[src/hdl/sepq_pkg.sv]
package sepq_pkg;

    // Fixed widths of the channel fields
    localparam int IN_TIME_W  = 32;
    localparam int IN_ID_W    = 8;
    localparam int OUT_TIME_W = 32;
    localparam int OUT_ID_W   = 8;

    typedef enum logic {
        MODE_INSERT = 1'b0,
        MODE_POP    = 1'b1
    } mode_t;

    typedef enum logic [1:0] {
        STATUS_OK    = 2'd0,
        STATUS_FULL  = 2'd1,
        STATUS_EMPTY = 2'd2
    } status_t;

    // One result transaction as produced by the queue core
    typedef struct packed {
        logic                  out_valid;
        logic [OUT_TIME_W-1:0] out_time;
        logic [OUT_ID_W-1:0]   out_id;
        logic [OUT_TIME_W-1:0] head_time;
        logic                  queue_empty;
        status_t               status;
    } result_t;

endpackage

[src/hdl/sepq_queue.sv]
module sepq_queue
    import sepq_pkg::*;
#(
    parameter int QUEUE_DEPTH = 16,
    parameter int TIME_BITS   = 32,
    parameter int ID_BITS     = 8
) (
    input  logic                 clk,
    input  logic                 rst_n,
    input  logic                 fire,
    input  mode_t                op_mode,
    input  logic [TIME_BITS-1:0] key_time,
    input  logic [ID_BITS-1:0]   key_id,
    output result_t              result
);

    localparam int CNT_W = $clog2(QUEUE_DEPTH + 1);

    logic [TIME_BITS-1:0] time_reg [QUEUE_DEPTH];
    logic [ID_BITS-1:0]   id_reg   [QUEUE_DEPTH];
    logic [TIME_BITS-1:0] time_next [QUEUE_DEPTH];
    logic [ID_BITS-1:0]   id_next   [QUEUE_DEPTH];
    logic [CNT_W-1:0]     count_reg;
    logic [CNT_W-1:0]     count_next;

    // ge[i]: slot i sits at or after the insert position (thermometer)
    logic [QUEUE_DEPTH-1:0] ge;
    logic                   full;
    logic                   empty;
    logic                   do_insert;
    logic                   do_pop;

    assign full      = (count_reg == CNT_W'(QUEUE_DEPTH));
    assign empty     = (count_reg == '0);
    assign do_insert = fire && (op_mode == MODE_INSERT) && !full;
    assign do_pop    = fire && (op_mode == MODE_POP) && !empty;

    always_comb
    begin
        for (int i = 0; i < QUEUE_DEPTH; i++)
        begin
            if (CNT_W'(i) < count_reg)
            begin
                ge[i] = (time_reg[i] > key_time) ||
                        ((time_reg[i] == key_time) && (id_reg[i] > key_id));
            end
            else
            begin
                ge[i] = 1'b1;
            end
        end
    end

    always_comb
    begin
        count_next = count_reg;
        for (int i = 0; i < QUEUE_DEPTH; i++)
        begin
            time_next[i] = time_reg[i];
            id_next[i]   = id_reg[i];
        end
        if (do_insert)
        begin
            count_next = count_reg + CNT_W'(1);
            for (int i = 0; i < QUEUE_DEPTH; i++)
            begin
                if (ge[i])
                begin
                    if (i > 0 && ge[(i > 0) ? i - 1 : 0])
                    begin
                        time_next[i] = time_reg[(i > 0) ? i - 1 : 0];
                        id_next[i]   = id_reg[(i > 0) ? i - 1 : 0];
                    end
                    else
                    begin
                        time_next[i] = key_time;
                        id_next[i]   = key_id;
                    end
                end
            end
        end
        else if (do_pop)
        begin
            count_next = count_reg - CNT_W'(1);
            for (int i = 0; i < QUEUE_DEPTH - 1; i++)
            begin
                time_next[i] = time_reg[i + 1];
                id_next[i]   = id_reg[i + 1];
            end
        end
    end

    always_ff @(posedge clk or negedge rst_n)
    begin
        if (!rst_n)
        begin
            count_reg <= '0;
        end
        else if (fire)
        begin
            count_reg <= count_next;
        end
    end

    // entry storage is undefined until written, no reset
    always_ff @(posedge clk)
    begin
        if (fire)
        begin
            for (int i = 0; i < QUEUE_DEPTH; i++)
            begin
                time_reg[i] <= time_next[i];
                id_reg[i]   <= id_next[i];
            end
        end
    end

    always_comb
    begin
        result.out_valid   = do_pop;
        result.out_time    = do_pop ? OUT_TIME_W'(time_reg[0]) : '0;
        result.out_id      = do_pop ? OUT_ID_W'(id_reg[0]) : '0;
        result.queue_empty = (count_next == '0);
        result.head_time   = (count_next == '0) ? '0 : OUT_TIME_W'(time_next[0]);
        if (op_mode == MODE_INSERT && full)
        begin
            result.status = STATUS_FULL;
        end
        else if (op_mode == MODE_POP && empty)
        begin
            result.status = STATUS_EMPTY;
        end
        else
        begin
            result.status = STATUS_OK;
        end
    end

endmodule

[config.mk]
export PLATFORM = sky130hd
export DESIGN_NAME = sepq_queue
export DESIGN_NICKNAME = d
export VERILOG_FILES = /design/src/hdl/sepq_pkg.sv /design/src/hdl/sepq_queue.sv
export SDC_FILE = /design/constraint.sdc
export NUM_CORES = 2
export LEC_CHECK = 0
export ABC_CLOCK_PERIOD_IN_PS = 12500
export BUFFER_PORTS_ARGS = -buffer_cell sky130_fd_sc_hd__buf_4
export CORE_MARGIN = 2
export CORE_UTILIZATION = 40
export CTS_CLUSTER_SIZE = 28
export DETAILED_ROUTE_END_ITERATION = 6
export GPL_TIMING_DRIVEN = 0
export HOLD_SLACK_MARGIN = 0.02
export PLACE_DENSITY = 0.51
export SLEW_MARGIN = 20
export SYNTH_ARGS = -nofsm -noshare
export SYNTH_HDL_FRONTEND = slang
export SYNTH_SLANG_ARGS = --single-unit
[constraint.sdc]
create_clock -name clk -period 12.5 [get_ports clk]
set_input_delay 2.5 -clock clk [delete_from_list [all_inputs] [get_ports clk]]
set_output_delay 2.5 -clock clk [all_outputs]
set_load 0.01 [all_outputs]
# ---- Yosys cells after proc, flatten, opt, wreduce, memory -nomap -nowiden
# Memories as Yosys holds them, arrays and structs flattened.
# Index checks and enable logic that the tools add are counted.
dict set report word_totals {
  reg_bits 5
  latch_bits 0
  mem_bits_rw 640
  romBits 0
  input_bits 44
  word_cells 206
  mem_count 2
}
dict set report op_classes {
  n_addsub 2
  n_mul 0
  n_div 0
  n_lt_le_gt_ge 48
  n_eq_ne 17
  shift 0
  mux 93
  bitwise_logic 1
  reduce_logical 42
}
# name words width read_ports rd_ports_with_merged_regs wr line
set memory_table {}
lappend memory_table {time_reg 16 32 16 0 16 sepq_queue.sv:19} ;# logic [TIME_BITS-1:0] time_reg [QUEUE_DEPTH];
lappend memory_table {id_reg 16 8 16 0 16 sepq_queue.sv:20} ;# logic [ID_BITS-1:0] id_reg [QUEUE_DEPTH];
# cell n
set ops {}
lappend ops {{32-bit two-way mux} 34}
lappend ops {{480-bit two-way mux} 2}
lappend ops {{32-bit equality test} 16}
lappend ops {{32-bit > comparator} 16}
lappend ops {{8-bit two-way mux} 33}
lappend ops {{120-bit two-way mux} 2}
lappend ops {{8-bit > comparator} 16}
lappend ops {{4-bit by 5-bit < comparator with 1-bit output, first input constant} 8}
lappend ops {{1-bit logical AND} 22}
lappend ops {{3-bit by 5-bit < comparator with 1-bit output, first input constant} 4}
lappend ops {{1-bit two-way mux} 18}
lappend ops {{1-bit logical OR} 16}
lappend ops {{5-bit logical NOT} 2}
lappend ops {{1-bit by 5-bit < comparator with 1-bit output, first input constant} 2}
lappend ops {{2-bit by 5-bit < comparator with 1-bit output, first input constant} 2}
lappend ops {{5-bit two-way mux} 2}
lappend ops {{5-bit by 1-bit adder with 5-bit output, second input constant} 1}
lappend ops {{5-bit equality test, second input constant} 1}
lappend ops {{5-bit by 1-bit subtractor with 5-bit output, second input constant} 1}
lappend ops {{2-bit two-way mux} 2}
lappend ops {{1-bit logical NOT} 2}
lappend ops {{1-bit inverter} 1}

# ---- Logic depth before layout (Yosys ltp)
dict set report logic_depth {
  ltp_word 8
  mapped_depth 14
}

# ---- Worst setup path before layout
# Ideal clock, no wire load.
dict set report synth_timing {
  kind {input-to-reg}
  start {input port key_time[25]}
  end {memory id_reg[15][0], in the netlist id_reg[1][56], enable pin}
  setup_time_ps 498
  arrival_ps 7315
  t_required_ps 12002
  path_slack_ps 4688
  stages 10
  path_cell_list {clkbuf_1 > inv_1 > ha_1 > nand4_1 > or2_2 > nor3_1 > nand3_1 > nand3b_1 > a211oi_1 > a211oi_1}
}
# item line
set synth_rtl {}
lappend synth_rtl {{start, declared} sepq_queue.sv:12} ;# input logic [TIME_BITS-1:0] key_time,
lappend synth_rtl {{end, declared} sepq_queue.sv:20}

==> reports/qor.log <==
qor: worst_hold_path.worst_hold_path.num_cells 2
qor: floorplan.floorplan.rows 125
qor: setup_path.path_buf_inv 6
qor: layout.area_occupied_by_multi_input_gates 26280 um^2
qor: cts.cts-root-to-sink-buffers 3
qor: timing.final.setup.worst_slack 1.540 ns
qor: setup_path.critPathCaptureType primary output
qor: setup_path.crit_path_cell_trace buf_4 -> clkbuf_1 -> inv_1 -> ha_1 -> nand4_1 -> nor4_1 -> nand4_1 -> o32ai_1 -> buf_2 -> buf_1 -> o211ai_1 -> o21a_1 -> buf_4
qor: placement.detailed_place.area 50460 um^2
qor: grt.grt.overflow.total 0
qor: detailed_routing.wl_per_cell 33.02 um
qor: pwr.seqPwrFrac 34.0%
qor: timing.slew-limit-headroom 9.760%
qor: setup_path.crit_end result[24]
qor: synth.synth.ff_latch_count 645
qor: placement.replace_congestion 1.044
qor: floorplan.fp.dieArea 120300 um^2
qor: pwr.combPwrFrac 43.5%
qor: timing.slew_viol_final 0
qor: layout.flow.area_growth_from_synthesis 12.77%
qor: cts.postCtsHoldBufs 0
qor: placement.place_worst_setup_slack 1.804 ns
qor: pwr.powerDensity 200.5 nW/um^2
qor: floorplan.floorplan.initialDensity 40.42%
qor: synth.fraction_of_the_yosys_area_taken_by_sequential_cells 41.13%
qor: layout.largest_reg_flops 512
qor: layout.finished_core_util 45.58%
qor: pwr.cellLeakagePower 22.63 nW
qor: job.max_cap_viol_count 0
qor: synth.post_synth_instance_area 47030 um^2
qor: setup_path.timing_worst_setup_path_type in -> out
qor: detailed_routing.1st_iter_drt_viols 5888
qor: timing.min_period_over_period 87.68%
qor: placement.place_hpwl 162300 um
qor: cts.clk-insertion-delay-late 0.68 ns
qor: grt.grt_first_pass_wirelength 295300 um
qor: floorplan.die-height 346.9 um
qor: setup_path.crit_family buffers and inverters
qor: timing.max_slew.worst_pin.slew 1.339 ns
qor: detailed_routing.routed_wl 211700 um
qor: layout.final_layout_size_suffix_gt1_share 8.147%
qor: setup_path.worst_r2r_path_depth 11
qor: timing.fin_hold_ws 0.5658 ns
qor: floorplan.die_x 346.9 um
qor: cts.ctsHtreeMaxLevel 3
qor: cts.cts-resized-gates 0
qor: synth.synth.net_count 5286
qor: detailed_routing.vias_per_cell 6.424
qor: setup_path.setup.worst_path.start key_time[30]
qor: layout.nNetsFinal 5514
qor: synth.synth_enable_flop_cells 640
qor: setup_path.cpPeakStageDelay 0.87 ns
qor: setup_path.reg2reg_to time_reg[1][204]$_DFFE_PP_
qor: detailed_routing.route.antenna.remaining_nets 0
qor: pwr.intPower 6.080 mW
qor: cts.cts.sink_count 645
qor: floorplan.io_pins 120
qor: setup_path.setup.worst_path.start_class input port
qor: synth.synth_area_per_cell 10.23 um^2
qor: pwr.switching_share 42.83%
qor: layout.layout.cell_area.non_filler 53040 um^2
qor: grt.grt_max_degree 36
qor: worst_hold_path.hp-class reg -> reg
qor: synth.yosysWarnings 0
qor: timing.finalClockSkew 0.02913 ns
qor: setup_path.path_max_fanout 16
qor: floorplan.core_area 116400 um^2
qor: cts.cts_setup_buffers 0
qor: cts.number_of_buffers_created_by_cts 83
qor: pwr.power.clock.fraction 22.5%
qor: synth.synth-main-ff-cell sky130_fd_sc_hd__edfxtp_1
qor: timing.rsz0062_at_grt false
qor: pwr.design_power_total 10.64 mW
qor: timing.max_freq 91.24 MHz
qor: setup_path.worstSetupPathDepth 13
qor: pwr.maximum_vdd_drop 0.0001033 V
qor: pwr.netSwitchingPower 4.555 mW
qor: timing.final_min_period 10.96 ns
qor: cts.clk_transition_reported_paths 0.06 ns
qor: synth.post_synth_num_cell_types 66
qor: grt.grt_antenna_before_repair 5
qor: synth.postSynthCellCount 4599
qor: setup_path.critical_r2r_launch time_reg[1][216]$_DFFE_PP_
qor: setup_path.critical-path-slowest-cell sky130_fd_sc_hd__nor4_1
qor: timing.setup_violators_final 0
qor: cts.tritoncts_clock_tree done
qor: detailed_routing.route.detailed.drc 0
qor: timing.hold_viol 0
qor: grt.grtUsageTotal 34.37%
qor: detailed_routing.routed-via-count 41180
qor: layout.final-seq-area 19340 um^2
qor: setup_path.r2r_slack 6.81 ns
qor: placement.numPortBuffers 119
qor: synth.async_flop_share 0.7752%
qor: cts.clockRootBuffer sky130_fd_sc_hd__clkbuf_16
qor: setup_path.critical_path_arrival 8.46 ns
qor: setup_path.crit_required 10.00 ns
qor: grt.first_global_vias 38220
qor: layout.final.fill_count 11180
qor: outcome.status finished clean
qor: detailed_routing.drt_pre_antenna_iters 5
-- cells by family after synthesis --
logic type	Yosys count	synth area share, %
AO/OA/AOI/OAI	1293	16.87
AND/OR/NAND/NOR	1174	11.43
flip-flops	645	41.13
adder cells (fa/ha/maj)	643	17.11
multiplexers	467	10.05
buffers and inverters	375	3.389
XOR/XNOR	2	0.03725
-- final cells by class --
class	instances	share of cell area [%]
clock inverter	31	0.4435
clock buffer	112	4.362
sequential	645	36.47
buffer	285	2.376
multi-input combinational	3579	49.55
antenna	2	0.009436
tap	1524	3.595
timing repair buffer	143	2.560
inverter	90	0.6369
-- metal layers --
metal | track usage (%) | wire length (um)
met1 | 51.39 | 94870
met3 | 7.998 | 23310
met4 | 15.39 | 11110
met5 | 0 | 0
met2 | 46.34 | 82390
-- cell usage in the layout (no fill, tap or decap), types with 56 or more instances in the layout --
master	n
sky130_fd_sc_hd__nor2_1	100
sky130_fd_sc_hd__nand2_1	624
sky130_fd_sc_hd__clkbuf_1	213
sky130_fd_sc_hd__clkbuf_16	89
sky130_fd_sc_hd__edfxtp_1	640
sky130_fd_sc_hd__o21a_1	56
sky130_fd_sc_hd__buf_4	134
sky130_fd_sc_hd__o21ai_1	82
sky130_fd_sc_hd__nand3_1	123
sky130_fd_sc_hd__inv_1	89
sky130_fd_sc_hd__nand4_1	129
sky130_fd_sc_hd__ha_1	643
sky130_fd_sc_hd__mux2i_1	426
sky130_fd_sc_hd__a21oi_1	244
sky130_fd_sc_hd__a21o_1	148
sky130_fd_sc_hd__o211ai_1	114
sky130_fd_sc_hd__o21ai_0	444
-- Yosys cell counts, types with 7 or more instances --
| cell | n | area, um^2 |
|---|---|---|
| sky130_fd_sc_hd__nand2_1 | 635 | 2384 |
| sky130_fd_sc_hd__a221oi_1 | 15 | 131.4 |
| sky130_fd_sc_hd__a21o_1 | 149 | 1119 |
| sky130_fd_sc_hd__nand3_1 | 123 | 615.6 |
| sky130_fd_sc_hd__a31oi_1 | 11 | 68.82 |
| sky130_fd_sc_hd__a2111oi_0 | 10 | 87.58 |
| sky130_fd_sc_hd__o21ai_1 | 78 | 390.4 |
| sky130_fd_sc_hd__a211oi_1 | 25 | 187.7 |
| sky130_fd_sc_hd__and2_1 | 42 | 262.8 |
| sky130_fd_sc_hd__inv_1 | 89 | 334.1 |
| sky130_fd_sc_hd__nor2_1 | 100 | 375.4 |
| sky130_fd_sc_hd__a22oi_1 | 34 | 255.2 |
| sky130_fd_sc_hd__buf_4 | 14 | 105.1 |
| sky130_fd_sc_hd__and4_1 | 9 | 78.83 |
| sky130_fd_sc_hd__a2bb2oi_1 | 7 | 61.31 |
| sky130_fd_sc_hd__clkbuf_1 | 193 | 724.4 |
| sky130_fd_sc_hd__a21oi_1 | 244 | 1221 |
| sky130_fd_sc_hd__a221o_1 | 38 | 380.4 |
| sky130_fd_sc_hd__edfxtp_1 | 640 | 19220 |
| sky130_fd_sc_hd__ha_1 | 643 | 8045 |
| sky130_fd_sc_hd__o21a_1 | 56 | 420.4 |
| sky130_fd_sc_hd__nand4_1 | 129 | 807.0 |
| sky130_fd_sc_hd__buf_1 | 21 | 78.83 |
| sky130_fd_sc_hd__buf_6 | 10 | 112.6 |
| sky130_fd_sc_hd__nor2b_1 | 37 | 231.5 |
| sky130_fd_sc_hd__nand2b_1 | 22 | 137.6 |
| sky130_fd_sc_hd__nor4_1 | 19 | 118.9 |
| sky130_fd_sc_hd__o21ai_0 | 450 | 2252 |
| sky130_fd_sc_hd__o221ai_1 | 9 | 78.83 |
| sky130_fd_sc_hd__mux2i_1 | 426 | 4264 |
| sky130_fd_sc_hd__o211ai_1 | 114 | 855.8 |
| sky130_fd_sc_hd__mux2_2 | 41 | 461.7 |
| sky130_fd_sc_hd__nor3_1 | 27 | 135.1 |
| sky130_fd_sc_hd__o22ai_1 | 22 | 137.6 |
| sky130_fd_sc_hd__buf_2 | 47 | 235.2 |
-- tightest hold or removal path: cells and delay by family (launching register included) --
kind	cells	cell delay, ns
compound gates	1	0.06
simple gates	1	0.05
flops	1	0.34
-- worst min-delay path by stage --
| stage | from | endpoint |
|---|---|---|
| 6_report | time_reg[1][233]$_DFFE_PP_ | time_reg[1][201]$_DFFE_PP_ |
| 5_1_grt | time_reg[1][236]$_DFFE_PP_ | time_reg[1][204]$_DFFE_PP_ |
| 4_1_cts | time_reg[1][233]$_DFFE_PP_ | time_reg[1][201]$_DFFE_PP_ |
| 3_5_place_dp | time_reg[1][233]$_DFFE_PP_ | time_reg[1][201]$_DFFE_PP_ |
| 3_3_place_gp | time_reg[1][255]$_DFFE_PP_ | time_reg[1][223]$_DFFE_PP_ |
| 2_1_floorplan | id_reg[0][56]$_DFFE_PP_ | id_reg[0][48]$_DFFE_PP_ |
-- power groups by stage --
stage	Clock (mW)	Sequential [mW]	Combinational, mW
6_report	2.39	3.62	4.63
5_1_grt	2.47	3.65	4.89
4_1_cts	2.40	3.58	4.47
3_5_place_dp	0	3.62	4.45
3_3_place_gp	0	3.68	4.30
2_1_floorplan	0	3.41	2.74
-- metrics by stage --
step	setup TNS, ns	instances
finish	0	6411
floorplan	0	4599
detailed placement	0	6265
global route	0	6409
CTS	0	6408
global placement	-176.19	6242
No activity file was read; power rests on OpenSTA's default activity.
